### src/design/opt_pkg.sv
// Shared types and constants for the occlusion pulse tachometer.
// Used by opt_div, opt_dpath, opt_ctrl and occlusion_pulse_tachometer.
// No dependencies.
package opt_pkg;

    // Field widths
    localparam int DIST_W  = 16;
    localparam int TIME_W  = 32;
    localparam int NUM_W   = 24;
    localparam int SPEED_W = 16;
    localparam int CFG_W   = 24;
    localparam int CFG_IDX_W = 4;

    // Divider step count: one quotient bit per step
    localparam int DIV_STEPS = NUM_W;
    localparam int DIV_CNT_W = $clog2(DIV_STEPS + 1);

    // Configuration register indexes
    localparam logic [CFG_IDX_W-1:0] CFG_COVER_THRESHOLD = 4'd0;
    localparam logic [CFG_IDX_W-1:0] CFG_GLITCH_LIMIT    = 4'd1;
    localparam logic [CFG_IDX_W-1:0] CFG_RPM_NUMERATOR   = 4'd2;
    localparam logic [CFG_IDX_W-1:0] CFG_OMEGA_NUMERATOR = 4'd3;

    // Configuration reset values
    localparam logic [DIST_W-1:0] RST_COVER_THRESHOLD = 16'd1000;
    localparam logic [15:0]       RST_GLITCH_LIMIT    = 16'd10;
    localparam logic [NUM_W-1:0]  RST_RPM_NUMERATOR   = 24'd320000;
    localparam logic [NUM_W-1:0]  RST_OMEGA_NUMERATOR = 24'd536165;

    // Controller to datapath commands
    typedef struct packed {
        logic capture;    // latch the input sample
        logic set_cover;  // mark covered and record entry time
        logic clr_cover;  // end the current cover
        logic div_start;  // latch cover time and start both divisions
        logic load_out;   // move the finished result to the output register
    } opt_cmd_t;

    // Datapath to controller status
    typedef struct packed {
        logic below;      // sample distance below threshold
        logic covered;    // a cover is in progress
        logic keep;       // cover time exceeds the glitch limit
        logic div_done;   // quotients are ready
        logic out_free;   // output register can take a result
    } opt_sts_t;

endpackage

### src/design/opt_div.sv
// Two-lane restoring divider: both numerators over one shared cover time.
// Depends on opt_pkg. One quotient bit per lane per cycle, saturated to 16 bits.
module opt_div
    import opt_pkg::*;
(
    input  logic                aclk,
    input  logic                aresetn,
    input  logic                start,
    input  logic [NUM_W-1:0]    num_a,
    input  logic [NUM_W-1:0]    num_b,
    input  logic [TIME_W-1:0]   den,
    output logic                done,
    output logic [SPEED_W-1:0]  quo_a,
    output logic [SPEED_W-1:0]  quo_b
);

    logic [DIV_CNT_W-1:0] count_reg, count_next;
    logic                 done_reg, done_next;
    logic [TIME_W-1:0]    den_reg;
    logic [NUM_W-1:0]     shf_a_reg, shf_a_next;
    logic [NUM_W-1:0]     shf_b_reg, shf_b_next;
    logic [NUM_W-1:0]     rem_a_reg, rem_a_next;
    logic [NUM_W-1:0]     rem_b_reg, rem_b_next;

    logic [NUM_W:0]       part_a, part_b;
    logic [TIME_W:0]      diff_a, diff_b;
    logic                 ge_a, ge_b;

    // One restoring step per lane: shift in the next numerator bit, try subtract
    always_comb begin
        part_a = {rem_a_reg, shf_a_reg[NUM_W-1]};
        part_b = {rem_b_reg, shf_b_reg[NUM_W-1]};
        diff_a = {{(TIME_W-NUM_W){1'b0}}, part_a} - {1'b0, den_reg};
        diff_b = {{(TIME_W-NUM_W){1'b0}}, part_b} - {1'b0, den_reg};
        ge_a   = !diff_a[TIME_W];
        ge_b   = !diff_b[TIME_W];

        count_next = count_reg;
        done_next  = 1'b0;
        shf_a_next = shf_a_reg;
        shf_b_next = shf_b_reg;
        rem_a_next = rem_a_reg;
        rem_b_next = rem_b_reg;

        if (start) begin
            count_next = DIV_CNT_W'(DIV_STEPS);
            shf_a_next = num_a;
            shf_b_next = num_b;
            rem_a_next = '0;
            rem_b_next = '0;
        end else if (count_reg != '0) begin
            count_next = count_reg - 1'b1;
            done_next  = (count_reg == DIV_CNT_W'(1));
            shf_a_next = {shf_a_reg[NUM_W-2:0], ge_a};
            shf_b_next = {shf_b_reg[NUM_W-2:0], ge_b};
            rem_a_next = ge_a ? diff_a[NUM_W-1:0] : part_a[NUM_W-1:0];
            rem_b_next = ge_b ? diff_b[NUM_W-1:0] : part_b[NUM_W-1:0];
        end
    end

    // Hold step count and done pulse
    always_ff @(posedge aclk) begin
        if (!aresetn) begin
            count_reg <= '0;
            done_reg  <= 1'b0;
        end else begin
            count_reg <= count_next;
            done_reg  <= done_next;
        end
    end

    // Advance the working registers
    always_ff @(posedge aclk) begin
        if (start) begin
            den_reg <= den;
        end
        shf_a_reg <= shf_a_next;
        shf_b_reg <= shf_b_next;
        rem_a_reg <= rem_a_next;
        rem_b_reg <= rem_b_next;
    end

    // Quotient sits in the shift registers after the last step; saturate
    assign quo_a = (shf_a_reg[NUM_W-1:SPEED_W] != '0) ? '1 : shf_a_reg[SPEED_W-1:0];
    assign quo_b = (shf_b_reg[NUM_W-1:SPEED_W] != '0) ? '1 : shf_b_reg[SPEED_W-1:0];
    assign done  = done_reg;

endmodule

### src/design/opt_dpath.sv
// Datapath: configuration registers, cover tracking, divider and output register.
// Depends on opt_pkg and opt_div.
module opt_dpath
    import opt_pkg::*;
(
    input  logic                  aclk,
    input  logic                  aresetn,
    input  logic                  cfg_wr_en,
    input  logic [CFG_IDX_W-1:0]  cfg_index,
    input  logic [CFG_W-1:0]      cfg_wdata,
    input  logic [DIST_W-1:0]     s_distance,
    input  logic [TIME_W-1:0]     s_time_ms,
    input  opt_cmd_t              cmd,
    output opt_sts_t              sts,
    input  logic                  m_ready,
    output logic                  m_valid,
    output logic [TIME_W-1:0]     m_cover_ms,
    output logic [SPEED_W-1:0]    m_omega_q8,
    output logic [SPEED_W-1:0]    m_rpm_now_q4,
    output logic [SPEED_W-1:0]    m_rpm_prev_q4,
    output logic [SPEED_W-1:0]    m_rpm_min_q4,
    output logic                  m_prev_valid
);

    // Configuration
    logic [DIST_W-1:0]  threshold_reg;
    logic [15:0]        glitch_reg;
    logic [NUM_W-1:0]   rpm_num_reg;
    logic [NUM_W-1:0]   omega_num_reg;

    // Sample and cover state
    logic [DIST_W-1:0]  dist_reg;
    logic [TIME_W-1:0]  time_reg;
    logic               covered_reg;
    logic [TIME_W-1:0]  entry_reg;
    logic [TIME_W-1:0]  cover_reg;
    logic               have_prev_reg;
    logic [SPEED_W-1:0] prev_rpm_reg;

    // Output register
    logic               m_valid_reg;
    logic [TIME_W-1:0]  out_cover_reg;
    logic [SPEED_W-1:0] out_omega_reg;
    logic [SPEED_W-1:0] out_rpm_reg;
    logic [SPEED_W-1:0] out_prev_reg;
    logic [SPEED_W-1:0] out_min_reg;
    logic               out_pv_reg;

    logic [TIME_W-1:0]  cover_diff;
    logic               div_done;
    logic [SPEED_W-1:0] omega_q;
    logic [SPEED_W-1:0] rpm_q;
    logic [SPEED_W-1:0] prev_sel;
    logic [SPEED_W-1:0] min_sel;

    // Write configuration registers; unknown indexes are ignored
    always_ff @(posedge aclk) begin
        if (!aresetn) begin
            threshold_reg <= RST_COVER_THRESHOLD;
            glitch_reg    <= RST_GLITCH_LIMIT;
            rpm_num_reg   <= RST_RPM_NUMERATOR;
            omega_num_reg <= RST_OMEGA_NUMERATOR;
        end else if (cfg_wr_en) begin
            case (cfg_index)
                CFG_COVER_THRESHOLD: threshold_reg <= cfg_wdata[DIST_W-1:0];
                CFG_GLITCH_LIMIT:    glitch_reg    <= cfg_wdata[15:0];
                CFG_RPM_NUMERATOR:   rpm_num_reg   <= cfg_wdata[NUM_W-1:0];
                CFG_OMEGA_NUMERATOR: omega_num_reg <= cfg_wdata[NUM_W-1:0];
                default: ;
            endcase
        end
    end

    // Capture the accepted sample; latch the cover time when a division starts
    always_ff @(posedge aclk) begin
        if (cmd.capture) begin
            dist_reg <= s_distance;
            time_reg <= s_time_ms;
        end
        if (cmd.div_start) begin
            cover_reg <= cover_diff;
        end
    end

    // Cover time modulo 2^32
    assign cover_diff = time_reg - entry_reg;

    // Track cover entry and the last kept rpm
    always_ff @(posedge aclk) begin
        if (!aresetn) begin
            covered_reg   <= 1'b0;
            entry_reg     <= '0;
            have_prev_reg <= 1'b0;
            prev_rpm_reg  <= '0;
        end else begin
            if (cmd.set_cover) begin
                covered_reg <= 1'b1;
                entry_reg   <= time_reg;
            end else if (cmd.clr_cover) begin
                covered_reg <= 1'b0;
            end
            if (cmd.load_out) begin
                have_prev_reg <= 1'b1;
                prev_rpm_reg  <= rpm_q;
            end
        end
    end

    opt_div u_div (
        .aclk    (aclk),
        .aresetn (aresetn),
        .start   (cmd.div_start),
        .num_a   (omega_num_reg),
        .num_b   (rpm_num_reg),
        .den     (cover_diff),
        .done    (div_done),
        .quo_a   (omega_q),
        .quo_b   (rpm_q)
    );

    // Previous and minimum rpm
    assign prev_sel = have_prev_reg ? prev_rpm_reg : '0;
    assign min_sel  = (have_prev_reg && (prev_rpm_reg < rpm_q)) ? prev_rpm_reg : rpm_q;

    // Output register valid: set on load, drop on transfer
    always_ff @(posedge aclk) begin
        if (!aresetn) begin
            m_valid_reg <= 1'b0;
        end else if (cmd.load_out) begin
            m_valid_reg <= 1'b1;
        end else if (m_ready) begin
            m_valid_reg <= 1'b0;
        end
    end

    // Output payload
    always_ff @(posedge aclk) begin
        if (cmd.load_out) begin
            out_cover_reg <= cover_reg;
            out_omega_reg <= omega_q;
            out_rpm_reg   <= rpm_q;
            out_prev_reg  <= prev_sel;
            out_min_reg   <= min_sel;
            out_pv_reg    <= have_prev_reg;
        end
    end

    // Status to the controller
    always_comb begin
        sts.below    = (dist_reg < threshold_reg);
        sts.covered  = covered_reg;
        sts.keep     = (cover_diff > {{(TIME_W-16){1'b0}}, glitch_reg});
        sts.div_done = div_done;
        sts.out_free = !m_valid_reg || m_ready;
    end

    assign m_valid       = m_valid_reg;
    assign m_cover_ms    = out_cover_reg;
    assign m_omega_q8    = out_omega_reg;
    assign m_rpm_now_q4  = out_rpm_reg;
    assign m_rpm_prev_q4 = out_prev_reg;
    assign m_rpm_min_q4  = out_min_reg;
    assign m_prev_valid  = out_pv_reg;

endmodule

### src/design/opt_ctrl.sv
// Controller: sequences capture, evaluation, division and result load.
// Depends on opt_pkg.
module opt_ctrl
    import opt_pkg::*;
(
    input  logic      aclk,
    input  logic      aresetn,
    input  logic      s_valid,
    output logic      s_ready,
    input  opt_sts_t  sts,
    output opt_cmd_t  cmd
);

    typedef enum logic [1:0] {
        ST_IDLE,
        ST_EVAL,
        ST_DIV,
        ST_LOAD
    } state_t;

    state_t state_reg, state_next;
    logic   s_ready_reg, s_ready_next;

    // Next state and commands
    always_comb begin
        state_next   = state_reg;
        s_ready_next = s_ready_reg;
        cmd          = '0;
        case (state_reg)
            ST_IDLE: begin
                if (s_valid && s_ready_reg) begin
                    cmd.capture  = 1'b1;
                    state_next   = ST_EVAL;
                    s_ready_next = 1'b0;
                end
            end
            ST_EVAL: begin
                if (sts.below) begin
                    cmd.set_cover = !sts.covered;
                    state_next    = ST_IDLE;
                    s_ready_next  = 1'b1;
                end else if (!sts.covered) begin
                    state_next   = ST_IDLE;
                    s_ready_next = 1'b1;
                end else begin
                    cmd.clr_cover = 1'b1;
                    if (sts.keep) begin
                        cmd.div_start = 1'b1;
                        state_next    = ST_DIV;
                    end else begin
                        state_next   = ST_IDLE;
                        s_ready_next = 1'b1;
                    end
                end
            end
            ST_DIV: begin
                if (sts.div_done) begin
                    state_next = ST_LOAD;
                end
            end
            ST_LOAD: begin
                if (sts.out_free) begin
                    cmd.load_out = 1'b1;
                    state_next   = ST_IDLE;
                    s_ready_next = 1'b1;
                end
            end
            default: begin
                state_next   = ST_IDLE;
                s_ready_next = 1'b1;
            end
        endcase
    end

    // Hold state and the registered ready
    always_ff @(posedge aclk) begin
        if (!aresetn) begin
            state_reg   <= ST_IDLE;
            s_ready_reg <= 1'b1;
        end else begin
            state_reg   <= state_next;
            s_ready_reg <= s_ready_next;
        end
    end

    assign s_ready = s_ready_reg;

endmodule

### src/design/occlusion_pulse_tachometer.sv
// Occlusion pulse tachometer, top level: ties controller to datapath.
// Depends on opt_pkg, opt_ctrl and opt_dpath.
//
// One sample is taken at a time. A sample that starts no division is done
// once it is captured and evaluated, and the next one may follow at once.
// A sample that ends a kept cover goes through capture, evaluation, 24
// steps of the radix-2 divider that finds rad/s and rpm side by side, and
// the load into the output register before the next is taken. A finished
// result waits in that register while the next samples are taken; only a
// second kept cover finding it still full has to wait for it to go out.
module occlusion_pulse_tachometer
    import opt_pkg::*;
(
    input  logic                  aclk,
    input  logic                  aresetn,
    input  logic                  cfg_wr_en,
    input  logic [CFG_IDX_W-1:0]  cfg_index,
    input  logic [CFG_W-1:0]      cfg_wdata,
    input  logic                  s_valid,
    output logic                  s_ready,
    input  logic [DIST_W-1:0]     s_distance,
    input  logic [TIME_W-1:0]     s_time_ms,
    output logic                  m_valid,
    input  logic                  m_ready,
    output logic [TIME_W-1:0]     m_cover_ms,
    output logic [SPEED_W-1:0]    m_omega_q8,
    output logic [SPEED_W-1:0]    m_rpm_now_q4,
    output logic [SPEED_W-1:0]    m_rpm_prev_q4,
    output logic [SPEED_W-1:0]    m_rpm_min_q4,
    output logic                  m_prev_valid
);

    opt_cmd_t cmd;
    opt_sts_t sts;

    opt_ctrl u_ctrl (
        .aclk    (aclk),
        .aresetn (aresetn),
        .s_valid (s_valid),
        .s_ready (s_ready),
        .sts     (sts),
        .cmd     (cmd)
    );

    opt_dpath u_dpath (
        .aclk          (aclk),
        .aresetn       (aresetn),
        .cfg_wr_en     (cfg_wr_en),
        .cfg_index     (cfg_index),
        .cfg_wdata     (cfg_wdata),
        .s_distance    (s_distance),
        .s_time_ms     (s_time_ms),
        .cmd           (cmd),
        .sts           (sts),
        .m_ready       (m_ready),
        .m_valid       (m_valid),
        .m_cover_ms    (m_cover_ms),
        .m_omega_q8    (m_omega_q8),
        .m_rpm_now_q4  (m_rpm_now_q4),
        .m_rpm_prev_q4 (m_rpm_prev_q4),
        .m_rpm_min_q4  (m_rpm_min_q4),
        .m_prev_valid  (m_prev_valid)
    );

    // Only one sample in flight
    a_one_in_flight: assert property (@(posedge aclk) disable iff (!aresetn)
        (s_valid && s_ready) |=> !s_ready)
        else $error("second sample taken while one is in flight");

    // Never overwrite a result that has not been transferred
    a_no_overwrite: assert property (@(posedge aclk) disable iff (!aresetn)
        cmd.load_out |-> sts.out_free)
        else $error("result loaded over a pending result");

    // Division runs only while no sample is being taken
    a_div_busy: assert property (@(posedge aclk) disable iff (!aresetn)
        (cmd.div_start || sts.div_done) |-> !s_ready)
        else $error("divider active while ready for input");

    // A new result appears only out of the load step
    a_result_source: assert property (@(posedge aclk) disable iff (!aresetn)
        $rose(m_valid) |-> $past(cmd.load_out))
        else $error("result appeared without a load");

endmodule

### config.mk
export PLATFORM = sky130hd
export DESIGN_NAME = occlusion_pulse_tachometer
export DESIGN_NICKNAME = d
export VERILOG_FILES = /design/src/design/opt_pkg.sv /design/src/design/opt_div.sv /design/src/design/opt_dpath.sv /design/src/design/opt_ctrl.sv /design/src/design/occlusion_pulse_tachometer.sv
export SDC_FILE = /design/constraint.sdc
export NUM_CORES = 1
export LEC_CHECK = 0
export ABC_AREA = 1
export CAP_MARGIN = 10
export CORE_MARGIN = 4
export CORE_UTILIZATION = 30
export CTS_CLUSTER_SIZE = 14
export DETAILED_ROUTE_END_ITERATION = 12
export DONT_BUFFER_PORTS = 1
export GPL_TIMING_DRIVEN = 0
export SETUP_SLACK_MARGIN = 0.5
export SYNTH_ARGS = -nofsm -noshare
export SYNTH_HDL_FRONTEND = slang
export SYNTH_SLANG_ARGS = --single-unit
export TNS_END_PERCENT = 5
### constraint.sdc
create_clock -name aclk -period 7.9 [get_ports aclk]
set_clock_uncertainty 0.15 [all_clocks]
set_input_delay 0.79 -clock aclk [delete_from_list [all_inputs] [get_ports aclk]]
set_output_delay 0.79 -clock aclk [all_outputs]
set_load 0.02 [all_outputs]
[After elaboration in Yosys (flattened, before gate mapping)]
Index checks and enable logic that the tools add are counted.
Widths: inputs -> output; s select.
Cells by class
  add/sub/neg operators: 4
  multiply operators: 0
  div/mod/pow operators: 0
  $lt $le $gt $ge: 3
  eq/ne operators: 11
  shifts and indexed selects: 0
  mux-type cells: 36
  bitwise gates (word level): 2
  reduce and logical (&&, ||, !) cells: 24
Operator list (count)
  $mux 24: 6
  $sub 25x32->33: 2
  $gt 32x16->1: 1
  $lt 16x16->1: 2
  $mux 16: 2
  $sub 32x32->32: 1
  $mux 2: 8
  $reduce_bool 8->1: 2
  $mux 1: 15
  $mux 5: 2
  $eq 4x2->1 const B: 2
  $pmux 2 s4: 1
  $reduce_and 2->1: 4
  $reduce_bool 2->1: 3
  $eq 5x1->1 const B: 1
  $reduce_bool 5->1: 1
  $sub 5x1->5 const B: 1
  $eq 2x2->1 const B: 2
  $eq 4x1->1 const B: 1
  $logic_not 1->1: 4
  $logic_not 4->1: 1
  $ne 2x1->1 const B: 2
  $ne 4x4->1 const B: 1
  $reduce_and 4->1: 1
  other kinds (12): 14
Word-level totals
  register bits after elaboration: 413
  bits in latches: 0
  memory bits (writable): 0
  memory bits (read-only): 0
  input port bits: 81
  output and inout port bits: 99
  word-level logic and storage cells: 107
  memories: 0

[Logic depth before layout (Yosys ltp)]
Gate-level depths: netlist of the first run.
  depth after elaboration: 8
  mapped depth: 27
  mapped depth without buffers: 25

[Modules after synthesis]
A second synthesis of the first run with hierarchy kept.
Unflattened totals
  cells, all modules: 2925
  area total of the unflattened synthesis: 23442.5 um^2
By module, submodules not included
  opt_dpath: times used 1, cells each 1502, area an instance 13799.5 um^2, sequential area each 7937.6 um^2
  opt_div: times used 1, cells each 1391, area an instance 9435.3 um^2, sequential area each 3483.3 um^2
  opt_ctrl: times used 1, cells each 32, area an instance 207.7 um^2, sequential area each 60.1 um^2

[Worst setup path before layout of the first run]
OpenSTA, ideal clock, no wires.
  path kind: input-to-reg
  from: input port m_ready
  to: register u_dpath.out_cover_reg[0], in the netlist u_dpath.m_cover_ms[0], enable pin
  setup time: 499 ps
  data arrival time: 3943 ps
  data required time: 7251 ps
  setup slack: 3307 ps
  stages on the path: 3
  buffers on the path: 1
  path through: nor2_1 -> nor2_1 -> clkbuf_1
RTL lines
  from (decl): line occlusion_pulse_tachometer.sv:24  | input logic m_ready,
  to (signal assigned): line opt_dpath.sv:139  | out_cover_reg <= cover_reg;
  to (decl): line opt_dpath.sv:42  | logic [TIME_W-1:0] out_cover_reg;

[Worst setup path in the final report of the first run]
  from: register u_dpath.time_reg[0]
  to: register u_dpath.u_div.shf_a_reg[5], enable pin
On the way
  cells in the longest elaborated chain, start to end: 7
RTL lines
  from (decl): line opt_dpath.sv:33  | logic [TIME_W-1:0] time_reg;
  from (signal assigned): line opt_dpath.sv:78  | time_reg <= s_time_ms;
  $sub 32x32->32: line opt_dpath.sv:86  | assign cover_diff = time_reg - entry_reg;
  net u_dpath.cover_diff[12]: line opt_dpath.sv:49  | logic [TIME_W-1:0] cover_diff;
  $gt 32x16->1: line opt_dpath.sv:152  | sts.keep = (cover_diff > {{(TIME_W-16){1'b0}}, glitch_reg});
  $mux 1: line opt_ctrl.sv:47  | if (sts.keep) begin
  $mux 2: line opt_ctrl.sv:42  | end else if (!sts.covered) begin
  $mux 2: line opt_ctrl.sv:38  | if (sts.below) begin
  $mux 3: line opt_ctrl.sv:29  | case (state_reg)
  $reduce_bool 2->1 (no line)
  to (signal assigned): line opt_div.sv:77  | shf_a_reg <= shf_a_next;
  to (decl): line opt_div.sv:20  | logic [NUM_W-1:0] shf_a_reg, shf_a_next;
The timed path passes the listed nets, and every way through them passes these cells.
A chain may end at the register's enable or synchronous reset.

==> metrics.md, run 1 <==
| Metric | Value |
|---|---|
| P_int | ~4700 uW |
| Number of global-route vias before repair | approximately 16000 |
| CTS Sinks | about 410 |
| Routed Antenna Nets | 0 |
| Area growth, synth to finish | 13.3% |
| # setup viols final | 0 |
| WHS Endpoint | u_dpath.time_reg[5]$_DFFE_PP_ |
| Final Hold Vio Count | 0 |
| Max-slew headroom | between 20% and 30% |
| H-tree levels | 2 |
| Worst R2R End | u_dpath.u_div.shf_a_reg[5]$_DFFE_PP_ |
| Comb pwr share | around 30% |
| DRC viols | 0 |
| Max Fclk | 188 MHz |
| Critical Path RT | between 8000 and 9000 ps |
| DR WL/cell | approximately 17 um |
| Distinct cells, synth | 44 |
| Largest net degree at the start of global routing | approximately 60 |
| Die outline height | roughly 280 um |
| Max-Cap Viols | 0 |
| Post-synthesis net count | around 2800 |
| Global-route wire length before repair | ~97 mm |
| Total gr overflow | 0 |
| Crit Path Category | reg -> reg |
| Worst-path clk slew | 60 ps |
| Core Area | 71400 sq um |
| Sw Pwr | approximately 2600 uW |
| Total routed wirelength | between 60 and 70 mm |
| Clock power frac | ~30% |
| Layout cells sized above 1 | 4.88% |
| Primary FF master, synth | edfxtp_1 |
| Initial core utilization | between 30% and 40% |
| Worst Path Arrival | 5540 ps |
| Sw Share | a little over a third |
| CTS max path bufs | 3 |
| DP Worst Slack | 2530 ps |
| CTS tree | yes |
| Post-DP HPWL | between 40 and 50 mm |
| GP Congestion | roughly 0.95 |
| Async S/R FF share, synth | 0% |
| Least-Margin Pin Slew | 1120 ps |
| Post-CTS Setup Bufs | 0 |
| Hold WC Path Type | in -> reg |
| R2R Setup Slk | 2580 ps |
| Avg Inst Size Synth | slightly above 8 sq um |
| Worst Setup End Kind | flop |
| Post-CTS Hold Fix Bufs | 0 |
| 1st-iter DRT viols | ~1500 |
| Vias/cell | between 4 and 5 |
| GR Util All Layers | approximately 16% |
| Register Area | roughly 11000 sq um |
| Power Density | 301 nW/um^2 |
| Root Driver | clkbuf_16 |
| Final core utilization | about a third |
| Peak supply drop | 0.228 mV |
| IO buf count | 0 |
| Yosys warning count | 0 |
| Static Leak | between 0.01 and 0.015 uW |
| Synth top area cells | edfxtp_1 31%, dfxtp_1 17%, nand2_1 12% |
| RSZ-0062 raised after global routing | false |
| Sequential power share | between 30% and 40% |
| Final setup margin | around 2600 ps |
| Hold depth | 0 |
| Cell taking the most area after synthesis | edfxtp_1 |
| Clock Latency Late Sink | around 620 ps |
| I/O Pins | 180 |
| Number of flops mapped to enable cells by yosys | ~230 |
| Most frequent cells in the layout | 664 x nand2_1, 391 x inv_1, 225 x edfxtp_1 |
| Area used by multi-input combinational logic | 9180 sq um |
| Final Max Slew Viols | 0 |
| Num rows | 98 |
| Fin crit period | 5320 ps |
| Synth Register Bits | just over 400 |
| Via count | roughly 17000 |
| Die Wd | ~280 um |
| Run status | completed |
| RR Startpoint | u_dpath.time_reg[0]$_DFFE_PP_ |
| Final-stage net count | 2900 |
| Worst Path Max Fanout | 30 |
| CTS Buf Count | 47 |
| Final period util | around 67% |
| Post-CTS sizing | 0 |
| Post-synthesis sequential area ratio | 48.8% |
| Yosys top cell area share | between 30% and 40% |
| Startpoint types | flop |
| Initial antenna violation count | 2 |
| Setup TNS | 0 ps |
| Post-Syn Area | approximately 22000 sq um |
| Die footprint | approximately 76000 sq um |
| Hold Crit Start | s_time_ms[5] |
| Fillers | ~7500 |
| Pre-Repair DR Iteration Count | 5 |
| Cells after Synth | 2634 |
| Most common library cell in the layout ignoring fill and taps | nand2_1 |
| FF-to-FF path depth | 23 |
-- final cells by class --
| cell class | instances | area share (%) |
|---|---|---|
| clock buffers | 56 | 4.99 |
| well taps | 950 | 4.87 |
| inverters | 394 | 6.06 |
| multi-input cells | 1748 | 37.6 |
| repair buffers | 3 | 0.307 |
| flip-flops and latches | 413 | 43.1 |
| clock inverters | 32 | 1.52 |
| plain buffers | 79 | 1.58 |
| diodes | 3 | 0.0307 |
-- metrics by stage --
| stage | instances | area [sq um] | hold WS, ps | total power (uW) |
|---|---|---|---|---|
| floorplan | 2634 | 21600 | 256 | 4500 |
| global placement | 3584 | 22700 | 262 | 5110 |
| detailed placement | 3587 | 22800 | 264 | 5140 |
| CTS | 3675 | 24400 | 78.9 | 7410 |
| global route | 3675 | 24400 | 87.6 | 7850 |
| finish | 3678 | 24400 | 116 | 7360 |
-- worst max path at each step --
stage / startpoint / end / slack [ps] / cells past startpoint
global route: u_dpath.time_reg[0]$_DFFE_PP_ / u_dpath.u_div.rem_b_reg[3]$_SDFFE_PP0P_ / 2200 / 24
CTS: u_dpath.time_reg[0]$_DFFE_PP_ / u_dpath.u_div.shf_a_reg[6]$_DFFE_PP_ / 2510 / 23
global placement: m_ready / u_dpath.m_rpm_prev_q4[11]$_SDFFCE_PN0P_ / 1390 / 3
finish: u_dpath.time_reg[0]$_DFFE_PP_ / u_dpath.u_div.shf_a_reg[5]$_DFFE_PP_ / 2580 / 23
detailed placement: u_dpath.time_reg[0]$_DFFE_PP_ / u_dpath.u_div.shf_a_reg[10]$_DFFE_PP_ / 2530 / 23
floorplan: m_ready / u_dpath.m_cover_ms[0]$_DFFE_PP_ / 3310 / 3
-- worst max-delay path, cell delays in order, from the launching register on --
cell,delay [ps]
edfxtp_1,360
inv_1,80
ha_1,140
inv_1,100
fa_1,490
nand3_1,120
nand3_1,180
nand3_1,130
nand3b_1,210
xor2_1,490
ha_1,200
nand2_1,70
nor4_1,360
nand4_1,130
nand2_1,140
nand2_1,60
nor2_1,80
nand2_1,70
nor2_1,100
nand2_1,80
nand2_2,220
buf_6,210
nand2_2,500
buf_12,400
-- kinds of logic (layout without fill, tap and decap cells) --
kind of cell | after synthesis | in the layout | synth area share [%]
AND/OR/NAND/NOR | 1071 | 1071 | 20.3
AO/OA/AOI/OAI | 498 | 498 | 12.5
buffers and inverters | 473 | 564 | 8.64
flip-flops | 413 | 413 | 48.8
adder cells (fa/ha/maj) | 133 | 133 | 7.83
XOR/XNOR | 46 | 46 | 1.87
other | 0 | 3 | 0
-- synthesized netlist by cell type (3+ instances only) --
master,instances
fa_1,3
a21o_1,6
buf_1,5
o21a_1,4
o21ai_0,207
a21boi_0,3
a31o_2,3
inv_2,3
nand4_1,30
nand3_1,133
o21bai_1,13
nand2_2,7
or2_2,5
nor3_1,15
buf_4,5
nand3b_1,6
buf_6,7
ha_1,130
buf_2,12
edfxtp_1,225
dfxtp_1,188
xor2_1,31
a31oi_1,8
o211ai_1,21
a21oi_1,188
nand2_1,664
clkbuf_1,50
o31ai_1,3
nor2_1,192
xnor2_1,15
nor4_1,9
nor2_2,5
inv_1,391
a211oi_1,3
a21oi_2,9
o21ai_1,26
-- per-layer routing --
layer	vias to the layer above	part of all wire [%]	GRT usage, %
met5	-	0.031	0
met4	2	2.4	4.23
met3	86	6.1	3.25
met2	431	45	26.1
met1	7983	46	22.2
li1	8780	-	-
-- power groups by stage --
stage | clock (uW) | combinational [uW] | sequential, uW
after floorplan | 0 | 1620 | 2890
after global placement | 0 | 2140 | 2970
after detailed placement | 0 | 2190 | 2960
after CTS | 2290 | 2200 | 2920
after global routing | 2380 | 2510 | 2960
final | 2230 | 2210 | 2920
Power figures use the tool's default switching activity.
==> inputs of run 2 (changes only) <==
==> constraint.sdc (replaced) <==
create_clock -name aclk -period 5.3 [get_ports aclk]
set_clock_uncertainty 0.15 [all_clocks]
set_input_delay 0.53 -clock aclk [delete_from_list [all_inputs] [get_ports aclk]]
set_output_delay 0.53 -clock aclk [all_outputs]
set_load 0.02 [all_outputs]
==> run 2 against run 1 <==
Critical path depth is 1 lower. Sequential power up 49%. Non-clock buffer count rose by 74. Wire length increased by 1.8%. Final cell count rose by 2.3%. Setup slack got worse by 1700 ps. First-iteration DRC count decreased by 1.4%. Clock power increased by 50%. Final area increased by 3.4%. Critical endpoint is now u_dpath.u_div.shf_a_reg[3]$_DFFE_PP_. Highest routed layer unchanged.
==> metrics.md, run 2 (synthesis results as in run 1) <==
| Metric | Value |
|---|---|
| Final core utilization | between 30% and 40% |
| Die outline height | between 200 and 300 um |
| Critical Path RT | between 5000 and 6000 ps |
| Least-Margin Pin Slew | about 1100 ps |
| Global-route wire length before repair | approximately 99 mm |
| Fin area | 25200 sq um |
| H-tree levels | 2 |
| GR Util All Layers | 16.5% |
| GRT Max-Usage Layer | met2 |
| Layout cells sized above 1 | under 10% |
| Initial core utilization | between 30% and 40% |
| Number of global-route vias before repair | 16700 |
| Crit Path Category | reg -> reg |
| # setup viols final | 0 |
| Die footprint | 76200 sq um |
| Num rows | between 90 and 100 |
| Max-Cap Viols | 0 |
| Initial antenna violation count | 10 |
| Post-DP HPWL | around 50 mm |
| GP Congestion | 0.950 |
| Fin crit period | ~4400 ps |
| 1st-iter DRT viols | 1439 |
| Largest net degree at the start of global routing | between 50 and 60 |
| Most frequent cells in the layout | 664 x nand2_1, 391 x inv_1, 225 x edfxtp_1 |
| Pre-Repair DR Iteration Count | 6 |
| IO buf count | 0 |
| DRC viols | 0 |
| RSZ-0062 raised after global routing | false |
| DR WL/cell | around 17 um |
| Met2 Usage GRT | between 20% and 30% |
| DP Worst Slack | -67.0 ps |
| Max Fclk | approximately 230 MHz |
| Area post-placement | 22800 sq um |
| Most common library cell in the layout ignoring fill and taps | nand2_1 |
| CTS Sinks | around 410 |
| I/O Pins | 180 |
| Worst Path Arrival | 4660 ps |
| Via count | 17600 |
| Clock Latency Late Sink | 620 ps |
| Final-stage net count | between 2000 and 3000 |
| Final Hold Vio Count | 0 |
| Area growth, synth to finish | 17.1% |
| Fillers | 7416 |
| Peak supply drop | between 0.3 and 0.4 mV |
| CTS max path bufs | 3 |
| Root Driver | clkbuf_16 |
| Total gr overflow | 0 |
| Total routed wirelength | 64.7 mm |
| Worst Setup End Kind | flop |
| Worst Path Max Fanout | 30 |
| Routed Antenna Nets | 0 |
| Hold WC Path Type | in -> reg |
| M3 GR Usage | ~3.3% |
| Final period util | between 80% and 90% |
| Startpoint types | flop |
| Die Wd | ~280 um |
| Final Max Slew Viols | 0 |
| CTS tree | yes |
| Power Density | ~440 nW/um^2 |
| Final setup margin | around 870 ps |
| Setup TNS | 0 ps |
| Met1 usage | 22.6% |
| Static Leak | ~0.011 uW |
| Core Area | 71400 sq um |
| Worst-path clk slew | 60 ps |
| Max-slew headroom | 23.4% |
| CTS Buf Count | 47 |
| Vias/cell | between 4 and 5 |
| Run status | completed |
-- run 2: cell types whose count changed in the layout (fill, tap and decap cells not counted), moves of 2 or more --
cell,delta
diode_2,+10
dlygate4sd3_1,+73
xor2_1,-4
xor2_2,+4
nand2_2,-2
-- run 2: worst paths after layout --
| kind | startpoint | endpoint | slack [ps] | cells after the start |
|---|---|---|---|---|
| max reg2reg | u_dpath.time_reg[2]$_DFFE_PP_ | u_dpath.u_div.shf_a_reg[3]$_DFFE_PP_ | 870 | 22 |
| min | cfg_wdata[4] | u_dpath.omega_num_reg[4]$_SDFFE_PN0P_ | 30 | 2 |
| min reg2reg | u_dpath.have_prev_reg$_SDFFE_PN0P_ | u_dpath.m_prev_valid$_DFFE_PP_ | 280 | 0 |
| max | u_dpath.time_reg[2]$_DFFE_PP_ | u_dpath.u_div.shf_a_reg[3]$_DFFE_PP_ | 870 | 22 |
-- run 2: worst max-delay path, cell delays in order, from the launching register on --
cell,delay (ps)
edfxtp_1,450
ha_1,300
buf_4,160
a21oi_1,130
nand2_1,130
nand3_1,100
nand3b_1,160
xor2_1,460
ha_1,340
a21oi_1,140
o21ai_0,100
a21oi_1,140
nand2_1,60
nand2_1,90
nand2_1,60
nor2_1,80
nand2_1,70
nor2_1,100
nand2_1,100
nand2_4,180
buf_6,210
nand2_8,200
buf_12,250
-- run 2: repair_timing --
action,CTS,global route
pin swaps,0,1
hold buffers,73,0
resized for setup,4,5
endpoints found under the setup margin,91,158
setup buffers,0,1
hold endpoints to repair,122,0
-- run 2: cell type report --
cell class	instances	area (sq um)	area share [%]
inverters	394	1480	5.86
repair buffers	77	813	3.22
well taps	950	1190	4.71
diodes	13	32.5	0.129
plain buffers	79	387	1.53
flip-flops and latches	413	10500	41.7
clock buffers	56	1220	4.83
clock inverters	32	372	1.47
multi-input cells	1748	9230	36.6
-- run 2: power by group --
group,internal (uW),total (uW),switching [uW]
registers,4020,4350,332
logic,1180,3380,2200
clock network,1920,3340,1420
-- run 2: per-stage QoR --
stage / std cells / total power (uW) / hold WS, ps
floorplan: 2634 / 6710 / 256
global placement: 3584 / 7620 / 262
finish: 3762 / 11100 / 31.8
detailed placement: 3587 / 7670 / 264
global route: 3754 / 11800 / 46.0
CTS: 3748 / 11100 / 3.86
-- run 2: routing by layer --
metal  vias up  part of all wire (%)
li1       8940                     -
met5         -                 0.020
met4         2                   2.2
met3        85                   6.1
met1      8114                    46
met2       443                    45
